### config.mk
export PLATFORM = sky130hd
export DESIGN_NAME = unix_seconds_calendar_converter_unit
export DESIGN_NICKNAME = d
export VERILOG_FILES = /design/src/rtl/ucc_pkg.sv /design/src/rtl/ucc_ctrl.sv /design/src/rtl/ucc_dp.sv /design/src/rtl/unix_seconds_calendar_converter_unit.sv
export VERILOG_INCLUDE_DIRS = /design/src /design/src/rtl
export SDC_FILE = /design/constraint.sdc
export NUM_CORES = 2
export LEC_CHECK = 0
export BUFFER_PORTS_ARGS = -buffer_cell sky130_fd_sc_hd__buf_2
export CAP_MARGIN = 20
export CORE_MARGIN = 10
export CORE_UTILIZATION = 55
export CTS_CLUSTER_DIAMETER = 150
export DETAILED_ROUTE_END_ITERATION = 16
export GPL_TIMING_DRIVEN = 0
export PLACE_DENSITY_LB_ADDON = 0.1
export SLEW_MARGIN = 20
export SYNTH_ARGS = -nofsm -noshare
export SYNTH_HDL_FRONTEND = slang
export SYNTH_SLANG_ARGS = --single-unit
### constraint.sdc
create_clock -name clock -period 9 [get_ports clock]
set_input_delay 0.45 -clock clock [delete_from_list [all_inputs] [get_ports clock]]
set_output_delay 0.45 -clock clock [all_outputs]
set_load 0.01 [all_outputs]
### src/rtl/unix_seconds_calendar_converter_unit_macros.svh
// ----------------------------------------------------------------------------
// Unix seconds calendar converter - assertion macros
// Shared concurrent assertion forms, clocked on the rising edge, reset masked.
// ----------------------------------------------------------------------------
`ifndef UNIX_SECONDS_CALENDAR_CONVERTER_UNIT_MACROS_SVH
`define UNIX_SECONDS_CALENDAR_CONVERTER_UNIT_MACROS_SVH

// same-cycle implication
`define UCC_ASSERT_NOW(label, clk, rst, ante, cons, msg) \
   label: assert property (@(posedge clk) disable iff (rst) (ante) |-> (cons)) \
      else $error(msg);

// next-cycle implication
`define UCC_ASSERT_NEXT(label, clk, rst, ante, cons, msg) \
   label: assert property (@(posedge clk) disable iff (rst) (ante) |=> (cons)) \
      else $error(msg);

`endif

### src/rtl/ucc_pkg.sv
// ----------------------------------------------------------------------------
// ucc_pkg
// Constants, command/status types and calendar helpers for the converter.
// ----------------------------------------------------------------------------
package ucc_pkg;

   localparam int DATA_W = 72;

   localparam logic [11:0] EPOCH_YEAR = 12'd1970;
   localparam logic [11:0] LAST_YEAR  = 12'd2105;
   localparam logic [11:0] SKIP_LEAP  = 12'd2100;

   localparam logic [16:0] DAY_SECS  = 17'd86400;
   localparam logic [16:0] HOUR_SECS = 17'd3600;
   localparam logic [16:0] MIN_SECS  = 17'd60;

   // reciprocals: day q = ((n >> 7) * R) >> 35, hour q = ((n >> 4) * R) >> 21,
   // minute q = ((n >> 2) * R) >> 14, exact over the operand ranges used
   localparam logic [25:0] RECIP_DAY  = 26'd50903317;
   localparam logic [25:0] RECIP_HOUR = 26'd9321;
   localparam logic [25:0] RECIP_MIN  = 26'd1093;

   localparam logic [31:0] YEAR_SECS_NORM = 32'd31536000;
   localparam logic [31:0] YEAR_SECS_LEAP = 32'd31622400;
   localparam logic [31:0] MON_SECS_28    = 32'd2419200;
   localparam logic [31:0] MON_SECS_29    = 32'd2505600;
   localparam logic [31:0] MON_SECS_30    = 32'd2592000;
   localparam logic [31:0] MON_SECS_31    = 32'd2678400;

   // datapath commands
   localparam logic [3:0] OP_NONE   = 4'd0;
   localparam logic [3:0] OP_LOAD   = 4'd1;
   localparam logic [3:0] OP_DIV    = 4'd2;
   localparam logic [3:0] OP_HOUR   = 4'd3;
   localparam logic [3:0] OP_MIN    = 4'd4;
   localparam logic [3:0] OP_TAIL   = 4'd5;
   localparam logic [3:0] OP_S_YEAR = 4'd6;
   localparam logic [3:0] OP_S_MON  = 4'd7;
   localparam logic [3:0] OP_C_INIT = 4'd8;
   localparam logic [3:0] OP_C_MON  = 4'd9;
   localparam logic [3:0] OP_C_YEAR = 4'd10;
   localparam logic [3:0] OP_OUT    = 4'd11;

   // divisor select
   localparam logic [1:0] DIV_DAY  = 2'd0;
   localparam logic [1:0] DIV_HOUR = 2'd1;
   localparam logic [1:0] DIV_MIN  = 2'd2;

   typedef struct packed {
      logic [3:0] op;
   } ucc_cmd_type;

   typedef struct packed {
      logic act;
      logic div_done;
      logic s_year_more;
      logic s_mon_more;
      logic c_mon_more;
      logic c_year_more;
   } ucc_stat_type;

   function automatic logic is_leap(input logic [11:0] y);
      return (y[1:0] == 2'b00) && (y != SKIP_LEAP);
   endfunction

   // idx is the zero-based month
   function automatic logic [4:0] month_days(input logic leap, input logic [3:0] idx);
      logic [4:0] d;
      case (idx)
         4'd1:                       d = leap ? 5'd29 : 5'd28;
         4'd3, 4'd5, 4'd8, 4'd10:    d = 5'd30;
         default:                    d = 5'd31;
      endcase
      return d;
   endfunction

   function automatic logic [31:0] month_secs(input logic leap, input logic [3:0] idx);
      logic [31:0] s;
      case (month_days(leap, idx))
         5'd28:   s = MON_SECS_28;
         5'd29:   s = MON_SECS_29;
         5'd30:   s = MON_SECS_30;
         default: s = MON_SECS_31;
      endcase
      return s;
   endfunction

endpackage

### src/rtl/ucc_ctrl.sv
// ----------------------------------------------------------------------------
// ucc_ctrl
// Sequencer: handshakes, step order and datapath commands.
// ----------------------------------------------------------------------------
`include "unix_seconds_calendar_converter_unit_macros.svh"

module ucc_ctrl (
   input  logic                  clock,
   input  logic                  reset,
   input  logic                  req_tvalid,
   output logic                  req_tready,
   output logic                  rsp_tvalid,
   input  logic                  rsp_tready,
   input  ucc_pkg::ucc_stat_type stat,
   output ucc_pkg::ucc_cmd_type  cmd
);
   import ucc_pkg::*;

   localparam logic [3:0] S_IDLE  = 4'd0;
   localparam logic [3:0] S_SEL   = 4'd1;
   localparam logic [3:0] S_DDIV  = 4'd2;
   localparam logic [3:0] S_HDIV  = 4'd3;
   localparam logic [3:0] S_MDIV  = 4'd4;
   localparam logic [3:0] S_SYEAR = 4'd5;
   localparam logic [3:0] S_SMON  = 4'd6;
   localparam logic [3:0] S_CINIT = 4'd7;
   localparam logic [3:0] S_CMON  = 4'd8;
   localparam logic [3:0] S_CYEAR = 4'd9;
   localparam logic [3:0] S_DONE  = 4'd10;

   logic [3:0] state_ff, state_in;
   logic       rsp_valid_ff, rsp_valid_in;
   logic       slot_free;

   assign req_tready = (state_ff == S_IDLE);
   assign rsp_tvalid = rsp_valid_ff;
   assign slot_free  = !rsp_valid_ff || rsp_tready;

   always_comb begin
      state_in     = state_ff;
      rsp_valid_in = rsp_valid_ff && !rsp_tready;
      cmd.op       = OP_NONE;
      unique case (state_ff)
         S_IDLE: begin
            if (req_tvalid) begin
               cmd.op   = OP_LOAD;
               state_in = S_SEL;
            end
         end
         S_SEL: begin
            state_in = stat.act ? S_DDIV : S_CINIT;
         end
         S_DDIV: begin
            if (!stat.div_done) begin
               cmd.op = OP_DIV;
            end else begin
               cmd.op   = OP_HOUR;
               state_in = S_HDIV;
            end
         end
         S_HDIV: begin
            if (!stat.div_done) begin
               cmd.op = OP_DIV;
            end else begin
               cmd.op   = OP_MIN;
               state_in = S_MDIV;
            end
         end
         S_MDIV: begin
            if (!stat.div_done) begin
               cmd.op = OP_DIV;
            end else begin
               cmd.op   = OP_TAIL;
               state_in = S_SYEAR;
            end
         end
         S_SYEAR: begin
            if (stat.s_year_more) begin
               cmd.op = OP_S_YEAR;
            end else begin
               state_in = S_SMON;
            end
         end
         S_SMON: begin
            if (stat.s_mon_more) begin
               cmd.op = OP_S_MON;
            end else begin
               state_in = S_DONE;
            end
         end
         S_CINIT: begin
            cmd.op   = OP_C_INIT;
            state_in = S_CMON;
         end
         S_CMON: begin
            if (stat.c_mon_more) begin
               cmd.op = OP_C_MON;
            end else begin
               state_in = S_CYEAR;
            end
         end
         S_CYEAR: begin
            if (stat.c_year_more) begin
               cmd.op = OP_C_YEAR;
            end else begin
               state_in = S_DONE;
            end
         end
         S_DONE: begin
            if (slot_free) begin
               cmd.op       = OP_OUT;
               rsp_valid_in = 1'b1;
               state_in     = S_IDLE;
            end
         end
         default: begin
            state_in = S_IDLE;
         end
      endcase
   end

   always_ff @(posedge clock) begin
      if (reset) begin
         state_ff     <= S_IDLE;
         rsp_valid_ff <= 1'b0;
      end else begin
         state_ff     <= state_in;
         rsp_valid_ff <= rsp_valid_in;
      end
   end

   `UCC_ASSERT_NEXT(a_accept_to_sel, clock, reset, req_tvalid && req_tready, state_ff == S_SEL, "accepted request did not start dispatch")
   `UCC_ASSERT_NEXT(a_done_loads_rsp, clock, reset, state_ff == S_DONE && slot_free, rsp_valid_ff && state_ff == S_IDLE, "finished request not presented")
   `UCC_ASSERT_NEXT(a_div_holds, clock, reset, state_ff == S_DDIV && !stat.div_done, state_ff == S_DDIV, "day division left early")
   `UCC_ASSERT_NOW(a_busy_no_ready, clock, reset, state_ff != S_IDLE, !req_tready, "request taken while busy")

endmodule

### src/rtl/ucc_dp.sv
// ----------------------------------------------------------------------------
// ucc_dp
// Datapath: request capture, reciprocal-multiply divider, year/month walk,
// seconds accumulator and result register.
// ----------------------------------------------------------------------------
module ucc_dp (
   input  logic                          clock,
   input  logic [ucc_pkg::DATA_W-1:0]    req_tdata,
   input  logic                          req_tuser,
   input  ucc_pkg::ucc_cmd_type          cmd,
   output ucc_pkg::ucc_stat_type         stat,
   output logic [ucc_pkg::DATA_W-1:0]    rsp_tdata
);
   import ucc_pkg::*;

   // captured request
   logic        act_ff, act_in;
   logic [11:0] r_year_ff, r_year_in;
   logic [3:0]  r_month_ff, r_month_in;
   logic [4:0]  r_day_ff, r_day_in;
   logic [4:0]  r_hour_ff, r_hour_in;
   logic [5:0]  r_minute_ff, r_minute_in;
   logic [5:0]  r_second_ff, r_second_in;

   // working registers
   logic [31:0] acc_ff, acc_in;
   logic        ok_ff, ok_in;
   logic [11:0] yr_ff, yr_in;
   logic [3:0]  mo_ff, mo_in;
   logic [15:0] days_ff, days_in;
   logic [31:0] num_ff, num_in;
   logic [15:0] quo_ff, quo_in;
   logic [16:0] rem_ff, rem_in;
   logic [1:0]  cnt_ff, cnt_in;
   logic [1:0]  dsel_ff, dsel_in;
   logic [4:0]  hour_ff, hour_in;
   logic [5:0]  minute_ff, minute_in;
   logic [5:0]  second_ff, second_in;
   logic [DATA_W-1:0] out_ff, out_in;

   // divider: quotient step, then remainder step
   logic [16:0] dv;
   logic [24:0] mul_a;
   logic [25:0] mul_b;
   logic [50:0] prod;
   logic [15:0] q_est;
   logic [31:0] q_back, r_full;

   // calendar checks
   logic        req_leap, ok_now, yr_leap;
   logic [4:0]  day_m1;
   logic [21:0] d_part;
   logic [16:0] h_part;
   logic [11:0] m_part;
   logic [31:0] time_sum;
   logic [8:0]  ylen;
   logic [4:0]  mlen;

   always_comb begin
      case (dsel_ff)
         DIV_DAY: begin
            dv    = DAY_SECS;
            mul_a = num_ff[31:7];
            mul_b = RECIP_DAY;
         end
         DIV_HOUR: begin
            dv    = HOUR_SECS;
            mul_a = {12'd0, num_ff[16:4]};
            mul_b = RECIP_HOUR;
         end
         default: begin
            dv    = MIN_SECS;
            mul_a = {15'd0, num_ff[11:2]};
            mul_b = RECIP_MIN;
         end
      endcase
   end

   assign prod = 51'(mul_a) * 51'(mul_b);

   always_comb begin
      case (dsel_ff)
         DIV_DAY:  q_est = prod[50:35];
         DIV_HOUR: q_est = prod[36:21];
         default:  q_est = prod[29:14];
      endcase
   end

   assign q_back = 32'(quo_ff) * 32'(dv);
   assign r_full = num_ff - q_back;

   assign req_leap = is_leap(r_year_ff);
   assign yr_leap  = is_leap(yr_ff);
   assign ok_now   = (r_second_ff < 6'd60) && (r_minute_ff < 6'd60) && (r_hour_ff < 5'd24)
                   && (r_month_ff >= 4'd1) && (r_month_ff <= 4'd12) && (r_day_ff >= 5'd1)
                   && (r_day_ff <= month_days(req_leap, r_month_ff - 4'd1))
                   && (r_year_ff >= EPOCH_YEAR) && (r_year_ff <= LAST_YEAR);

   assign day_m1   = r_day_ff - 5'd1;
   assign d_part   = 22'(day_m1) * 22'(DAY_SECS);
   assign h_part   = 17'(r_hour_ff) * HOUR_SECS;
   assign m_part   = 12'(r_minute_ff) * 12'(MIN_SECS);
   assign time_sum = 32'(d_part) + 32'(h_part) + 32'(m_part) + 32'(r_second_ff);

   assign ylen = yr_leap ? 9'd366 : 9'd365;
   assign mlen = month_days(yr_leap, mo_ff);

   assign stat.act         = act_ff;
   assign stat.div_done    = (cnt_ff == 2'd0);
   assign stat.s_year_more = days_ff >= 16'(ylen);
   assign stat.s_mon_more  = (mo_ff < 4'd11) && (days_ff >= 16'(mlen));
   assign stat.c_mon_more  = ok_ff && (mo_ff < r_month_ff);
   assign stat.c_year_more = ok_ff && (yr_ff < r_year_ff);

   assign rsp_tdata = out_ff;

   always_comb begin
      act_in      = act_ff;
      r_year_in   = r_year_ff;
      r_month_in  = r_month_ff;
      r_day_in    = r_day_ff;
      r_hour_in   = r_hour_ff;
      r_minute_in = r_minute_ff;
      r_second_in = r_second_ff;
      acc_in      = acc_ff;
      ok_in       = ok_ff;
      yr_in       = yr_ff;
      mo_in       = mo_ff;
      days_in     = days_ff;
      num_in      = num_ff;
      quo_in      = quo_ff;
      rem_in      = rem_ff;
      cnt_in      = cnt_ff;
      dsel_in     = dsel_ff;
      hour_in     = hour_ff;
      minute_in   = minute_ff;
      second_in   = second_ff;
      out_in      = out_ff;
      unique case (cmd.op)
         OP_LOAD: begin
            act_in      = req_tuser;
            r_year_in   = req_tdata[43:32];
            r_month_in  = req_tdata[47:44];
            r_day_in    = req_tdata[52:48];
            r_hour_in   = req_tdata[57:53];
            r_minute_in = req_tdata[63:58];
            r_second_in = req_tdata[69:64];
            num_in      = req_tdata[31:0];
            cnt_in      = 2'd2;
            dsel_in     = DIV_DAY;
         end
         OP_DIV: begin
            if (cnt_ff[1]) begin
               quo_in = q_est;
            end else begin
               rem_in = r_full[16:0];
            end
            cnt_in = cnt_ff - 2'd1;
         end
         OP_HOUR: begin
            days_in = quo_ff;
            num_in  = 32'(rem_ff);
            cnt_in  = 2'd2;
            dsel_in = DIV_HOUR;
         end
         OP_MIN: begin
            hour_in = quo_ff[4:0];
            num_in  = 32'(rem_ff);
            cnt_in  = 2'd2;
            dsel_in = DIV_MIN;
         end
         OP_TAIL: begin
            minute_in = quo_ff[5:0];
            second_in = rem_ff[5:0];
            yr_in     = EPOCH_YEAR;
            mo_in     = 4'd0;
         end
         OP_S_YEAR: begin
            days_in = days_ff - 16'(ylen);
            yr_in   = yr_ff + 12'd1;
         end
         OP_S_MON: begin
            days_in = days_ff - 16'(mlen);
            mo_in   = mo_ff + 4'd1;
         end
         OP_C_INIT: begin
            ok_in  = ok_now;
            acc_in = ok_now ? time_sum : 32'd0;
            yr_in  = EPOCH_YEAR;
            mo_in  = 4'd1;
         end
         OP_C_MON: begin
            acc_in = acc_ff + month_secs(req_leap, mo_ff - 4'd1);
            mo_in  = mo_ff + 4'd1;
         end
         OP_C_YEAR: begin
            acc_in = acc_ff + (yr_leap ? YEAR_SECS_LEAP : YEAR_SECS_NORM);
            yr_in  = yr_ff + 12'd1;
         end
         OP_OUT: begin
            if (act_ff) begin
               out_in = {1'b0, 1'b1, second_ff, minute_ff, hour_ff,
                         days_ff[4:0] + 5'd1, mo_ff + 4'd1, yr_ff, 32'd0};
            end else begin
               out_in = {1'b0, ok_ff, 6'd0, 6'd0, 5'd0, 5'd0, 4'd0, 12'd0, acc_ff};
            end
         end
         default: begin
         end
      endcase
   end

   always_ff @(posedge clock) begin
      act_ff      <= act_in;
      r_year_ff   <= r_year_in;
      r_month_ff  <= r_month_in;
      r_day_ff    <= r_day_in;
      r_hour_ff   <= r_hour_in;
      r_minute_ff <= r_minute_in;
      r_second_ff <= r_second_in;
      acc_ff      <= acc_in;
      ok_ff       <= ok_in;
      yr_ff       <= yr_in;
      mo_ff       <= mo_in;
      days_ff     <= days_in;
      num_ff      <= num_in;
      quo_ff      <= quo_in;
      rem_ff      <= rem_in;
      cnt_ff      <= cnt_in;
      dsel_ff     <= dsel_in;
      hour_ff     <= hour_in;
      minute_ff   <= minute_in;
      second_ff   <= second_in;
      out_ff      <= out_in;
   end

endmodule

### src/rtl/unix_seconds_calendar_converter_unit.sv
// Calendar to seconds: after the field checks, a valid request adds one month's seconds per month
//   before the requested month, then one year's seconds per year from 1970 to the requested year.
// Seconds to calendar: three reciprocal-multiply divisions, then one year or month per cycle.
// One request at a time; the next is taken the cycle after a result enters the output
//   register, even while that result waits for rsp_tready.
// Synchronous active-high reset clears the sequencer and the response valid flag.
// ----------------------------------------------------------------------------
// unix_seconds_calendar_converter_unit
// Converts seconds since 1970 to calendar date and time, and back with checks.
// ----------------------------------------------------------------------------
module unix_seconds_calendar_converter_unit (
   input  logic                       clock,
   input  logic                       reset,
   input  logic                       req_tvalid,
   output logic                       req_tready,
   // in_seconds, in_year, in_month, in_day, in_hour, in_minute, in_second, 2 pad bits
   input  logic [ucc_pkg::DATA_W-1:0] req_tdata,
   // action
   input  logic                       req_tuser,
   output logic                       rsp_tvalid,
   input  logic                       rsp_tready,
   // out_seconds, out_year, out_month, out_day, out_hour, out_minute, out_second,
   // valid_res, 1 pad bit
   output logic [ucc_pkg::DATA_W-1:0] rsp_tdata
);
   import ucc_pkg::*;

   ucc_cmd_type  cmd;
   ucc_stat_type stat;

   ucc_ctrl u_ctrl (
      .clock      (clock),
      .reset      (reset),
      .req_tvalid (req_tvalid),
      .req_tready (req_tready),
      .rsp_tvalid (rsp_tvalid),
      .rsp_tready (rsp_tready),
      .stat       (stat),
      .cmd        (cmd)
   );

   ucc_dp u_dp (
      .clock     (clock),
      .req_tdata (req_tdata),
      .req_tuser (req_tuser),
      .cmd       (cmd),
      .stat      (stat),
      .rsp_tdata (rsp_tdata)
   );

endmodule

==> After elaboration in Yosys (flattened, before gate mapping) <==
Cells that the tools add are included.
{ "word_totals": {"inputBits": 77, "elab_cells": 196, "ff_bits": 267} }
{ "classes": {"order_cmp": 14, "mux": 45, "add_sub_neg": 15, "mul": 5, "n_eq_ne": 51, "reduce_logical": 40, "bitwise": 1} }
{ "op_table": {"columns": ["op", "count"], "rows": [
  ["32-bit one-hot mux with 3 select lines", 1],
  ["32-bit adder", 2],
  ["32-bit two-way mux", 2],
  ["32-bit one-hot mux with 2 select lines", 1],
  ["20-bit one-hot mux with 3 select lines", 1],
  ["4-bit == test (second input constant)", 13],
  ["26-bit one-hot mux with 2 select lines", 1],
  ["25-bit by 26-bit multiplier with 51-bit output", 1],
  ["25-bit one-hot mux with 2 select lines", 1],
  ["4-bit two-way mux", 12],
  ["16-bit one-hot mux with 3 select lines", 1],
  ["4-bit by 3-bit == test with 1-bit output (second input constant)", 11],
  ["4-bit one-hot mux with 11 select lines", 1],
  ["4-bit one-hot mux with 10 select lines", 1],
  ["17-bit one-hot mux with 2 select lines", 1],
  ["32-bit by 12-bit adder with 32-bit output", 1],
  ["32-bit by 6-bit adder with 32-bit output", 1],
  ["16-bit one-hot mux with 2 select lines", 1],
  ["5-bit one-hot mux with 2 select lines", 3],
  ["4-bit by 2-bit == test with 1-bit output (second input constant)", 7],
  ["12-bit != test (second input constant)", 2],
  ["12-bit one-hot mux with 2 select lines", 1],
  ["22-bit by 17-bit adder with 23-bit output", 1],
  ["4-bit by 1-bit == test with 1-bit output (second input constant)", 5],
  ["51 further kinds", 99]
]} }

==> Longest topological paths before layout <==
{ "logic_depth": {"depth_word": 15, "mapped_depth": 32, "depth_no_buf": 30} }

==> Modules after synthesis <==
From an unflattened synthesis, not the netlist that was laid out.
{ "unflattened": {"cells_unflattened": 3174, "hier_area_um2": 32391.1} }
{ "modules_own_cells": {"columns": ["module", "instances", "area_each_um2", "seq_area_each_um2", "cells_each"], "rows": [
  ["ucc_dp", 1, 31819.3, 7837.5, 3103],
  ["ucc_ctrl", 1, 571.8, 100.1, 71]
]} }

==> Worst setup path before layout <==
Ideal clock, no wire load.
{ "synth_timing": {"path_type": "register -> register", "from": "reg u_dp.dsel_ff[0]", "to": "reg u_dp.quo_ff[15], data pin", "required_time_ns": 8.735, "n_path_buf": 3, "t_arrival_ns": 7.814, "stages_incl_launch_ff": 28, "slack_ns": 0.920, "synth_period_minus_slack_ns": 8.080, "setup_ns": 0.265, "path_cell_list": "edfxtp_1 -> buf_6 -> clkbuf_1 -> clkbuf_1 -> nor3_1 -> inv_1 -> fa_1 -> fa_1 -> fa_1 -> inv_1 -> fa_1 -> inv_1 -> fa_1 -> inv_1 -> fa_1 -> inv_1 -> fa_1 -> inv_1 -> ha_1 -> a21oi_1 -> nand2_1 -> or4b_2 -> a31oi_1 -> nand2_1 -> a21boi_0 -> xor2_1 -> o22ai_1 -> or3_1"} }
{ "synth_via": {"elab_chain_cells": 4} }
{ "synth_lines": {"columns": ["item", "line_no", "rtl"], "rows": [
  ["start: declaration", "ucc_dp.sv:35", "logic [1:0] dsel_ff, dsel_in;"],
  ["start signal: assignment", "ucc_dp.sv:230", "dsel_ff <= dsel_in;"],
  ["2-bit by 1-bit == test with 1-bit output / 2-bit logical NOT (equally long branches)", "ucc_dp.sv:60, ucc_dp.sv:82", null],
  ["25-bit one-hot mux with 2 select lines / 26-bit one-hot mux with 2 select lines (equally long branches)", "ucc_dp.sv:60", "case (dsel_ff)"],
  ["25-bit by 26-bit multiplier with 51-bit output", "ucc_dp.sv:79", "assign prod = 51'(mul_a) * 51'(mul_b);"],
  ["16-bit one-hot mux with 2 select lines (*)", "ucc_dp.sv:82", "case (dsel_ff)"],
  ["named net u_dp.q_est[15]", "ucc_dp.sv:46", "logic [15:0] q_est;"],
  ["end signal: assignment", "ucc_dp.sv:227", "quo_ff <= quo_in;"],
  ["end: declaration", "ucc_dp.sv:32", "logic [15:0] quo_ff, quo_in;"]
]} }
The timed path passes the listed nets; every way through them passes the cells marked *.
A chain may end at the register's enable or synchronous reset.

==> Worst setup path after layout <==
{ "layout_timing": {"from": "reg u_dp.dsel_ff[1]", "to": "reg u_dp.quo_ff[7], data pin"} }
Same word-level chain as after synthesis.

==> summary.md <==
| Metric | Value |
|---|---|
| Number of synthesized flops with an enable pin | 261 |
| Critical Path AT | 9.03 ns |
| Routed length per placed instance | slightly below 20 µm |
| Clk_skew | ~0.025 ns |
| Main synth FF type | edfxtp_1 |
| Worst Setup EP | u_dp.quo_ff[7] |
| Share of post-route cells with drive strength above 1 | a little under a tenth |
| Initial DRC Count | 1283 |
| Avg Cell Area, Syn | 10.1 µm² |
| GRT Util Overall | between 20% and 30% |
| CTS Sinks | between 200 and 300 |
| CTS HTree Levels | 1 |
| RSZ-0062 raised after global routing | true |
| Most frequent cells in the layout | inv_1, ha_1, fa_1, edfxtp_1, nand2_1 |
| Critical Path Fanout Max | 10 |
| CTS Root Cell | clkbuf_16 |
| Total grt overflow | 0 |
| Hold Crit Class | in2reg |
| Met1 wire length | 34700 µm |
| Asr flop ratio synth | 0% |
| Number of top-level pins | ~150 |
| GPL Wtd Cong | between 0.9 and 1 |
| Final non-filler cell total | approximately 4.3k |
| Clock-pin slew on the worst setup and hold paths | 0.07 ns |
| Top layer in use | met4 |
| Dpl hpwl | 69500 µm |
| Synth warnings | 0 |
| Pre-CTS setup slack | -1.53 ns |
| I/O Buffers | 147 |
| Multiplexer share of the synthesized area | 1.09% |
| FF-to-FF setup slack | ~0.27 ns |
| Largest net degree at the start of global routing | 27 |
| Worst r2r src | u_dp.dsel_ff[1] |
| Crit end category | register |
| Core area | roughly 60000 µm² |
| Synth cell types | a little over 80 |
| Reg2Reg Depth | 28 |
| DRT antenna net count | 0 |
| Synthesized flop and latch total | 266 |
| # DRC | 0 |
| WP data required | 9.31 ns |
| Routed met2 length | between 40000 and 50000 µm |
| Detailed Routing Iterations Pass 1 | 5 |
| Initial antenna violation count | 1 |
| Status | finished, final reports clean |
| Setup slack after layout | 0.271 ns |
| Initial Util | 55.4% |
| Max-slew violation count | 0 |
| Clk_lat worst skew | about 0.6 ns |
| R2R Path End | u_dp.quo_ff[7] |
| Fin crit share | 97.0% |
| WL met3 | between 3000 and 4000 µm |
| Die area | just under 70000 µm² |
| Vias in the first global route | 25.6k |
| Detailed Route WL | around 83000 µm |
| Total number of vias | between 20k and 25k |
| Die Y | ~260 µm |
| Seq/Total Area, Yosys | about a quarter |
| Simple-Gate Fraction of Synth Area | a little over a tenth |
| Layout area overhead | 10.3% |
| Largest family of logic cells by synthesized area | adder cells |
| Max-cap viol count | 0 |
| Setup_tns | 0 ns |
| First-pass GRT wire length | around 140000 µm |
| CTS tree | built |
| CTS Buf Count | 31 |
| Critical Path Source Type | register |
| CTS Buffer Depth | 3 |
| Placed Cells | roughly 4.2k |
| Compound-Gate Fraction of Synth Area | about 8.6% |
| CP most frequent cell | fa_1 |
| Crit-path slowest cell | or4b_2 |
| Die width | approximately 260 µm |
| Setup violators final | 0 |
| Vias per cell | ~5.5 |
| Final hold vios | 0 |
| Critical path type | reg2reg |
| CP max stage delay | ~0.72 ns |
| Area of the mapped netlist | 32600 µm² |
| Adder-cell share of the synthesized area | between 40% and 50% |
| Final net count | approximately 4.5k |
| Xor/xnor cell area share of the yosys netlist | approximately 4.0% |
| Tightest Pin Transition | ~1.1 ns |
| Min Tclk post-route | ~8.7 ns |
| Fmax | around 110 MHz |
| Row cnt | 89 |
| Setup crit start | u_dp.dsel_ff[1] |
| Most common cell after layout, fill and taps aside | inv_1 |
| Cells after synthesis | 3237 |
| Slew HR | between 20% and 30% |
==> cell usage after synthesis (20+ instances only) <==
cell type  count  area share (%)
a21o_1        51             1.2
a21oi_1      103             1.6
and2_1        71             1.4
and3_1        29            0.56
clkbuf_1      57            0.66
edfxtp_1     261              24
fa_1         361              22
ha_1         525              20
inv_1        726             8.4
mux2_2        20            0.69
nand2_1      185             2.1
nand3_1       46            0.71
nor2_1       142             1.6
nor2b_1       76             1.5
nor3_1        45            0.69
o21ai_0       83             1.3
o22ai_1       20            0.38
xnor2_1       92             2.5
xor2_1        58             1.6
==> layout make-up <==
class | count | area, µm²
tap | 773 | 967
clock buffer | 31 | 776
timing repair buffer | 173 | 1020
multi-input combinational | 2219 | 22000
sequential | 266 | 7940
fill | 5008 | 22900
antenna | 1 | 2.50
buffer | 68 | 312
inverter | 728 | 2780
clock inverter | 27 | 231
==> worst max-delay path, delay by kind of cell, from the launching register on <==
kind            cells  cell delay [ns]
compound gates      5             1.10
xor+xnor            1             0.19
fa+ha+maj           8             4.08
buf+inv             9             1.27
flops               1             0.40
simple gates        5             1.40
==> cell families (layout without fill, tap and decap cells) <==
logic type               Yosys count  in the layout
adder cells (fa/ha/maj)          886            886
buffers and inverters            796           1027
AND/OR/NAND/NOR                  682            682
AO/OA/AOI/OAI                    422            422
flip-flops                       266            266
XOR/XNOR                         150            150
multiplexers                      33             33
other                              2             47
==> worst min path at each step <==
stage | startpoint | to | slack [ns] | depth (start not counted)
after global placement | u_dp.rem_ff[0] | u_dp.second_ff[0] | 0.43 | 0
after CTS | req_tdata[37] | u_dp.r_year_ff[5] | 0.003 | 1
after floorplan | u_dp.rem_ff[0] | u_dp.second_ff[0] | 0.42 | 0
after global routing | req_tdata[45] | u_dp.r_month_ff[1] | 0.0007 | 1
after detailed placement | u_dp.rem_ff[0] | u_dp.second_ff[0] | 0.43 | 0
final | req_tdata[60] | u_dp.r_minute_ff[2] | 0.03 | 1
==> sequential cells by signal, indices dropped and copies added, names as in the netlist <==
register,count
u_dp.acc_ff,32
u_dp.yr_ff,12
u_dp.rem_ff,17
u_ctrl.rsp_tvalid,1
u_dp.r_hour_ff,5
u_dp.days_ff,16
u_dp.r_day_ff,5
u_ctrl.state_ff,4
u_dp.r_minute_ff,6
u_dp.ok_ff,1
u_dp.act_ff,1
u_dp.dsel_ff,2
u_dp.r_second_ff,6
u_dp.second_ff,6
u_dp.quo_ff,16
u_dp.mo_ff,4
u_dp.cnt_ff,2
u_dp.minute_ff,6
u_dp.hour_ff,5
u_dp.r_month_ff,4
u_dp.rsp_tdata,71
u_dp.num_ff,32
u_dp.r_year_ff,12
==> per-stage QoR <==
step / cell area [µm²] / hold slack, ns / utilization [%]
after detailed placement: 34700 / 0.430 / 58.9
after global placement: 34500 / 0.429 / 58.6
final: 36000 / 0.0342 / 61.1
after floorplan: 32800 / 0.420 / -
after global routing: 36000 / 0.000749 / 61.1
after CTS: 35800 / 0.00333 / 60.8
==> routing by layer <==
metal	GRT usage (%)	up-vias
met5	0	-
met2	43.4	541
met1	30.3	11589
met3	2.53	134
met4	7.80	0
li1	-	11109
==> what timing repair did <==
| action | in CTS | in global routing |
|---|---|---|
| pin swaps | 0 | 3 |
| resized for setup | 31 | 29 |
| endpoints found under the setup margin | 16 | 14 |
| hold buffers | 4 | 1 |
| setup buffers | 5 | 9 |
| hold endpoints to repair | 4 | 1 |
Power is left out: the tool's default activity adds up to more than one toggle a clock period on the data nets, which glitch-free logic cannot reach.
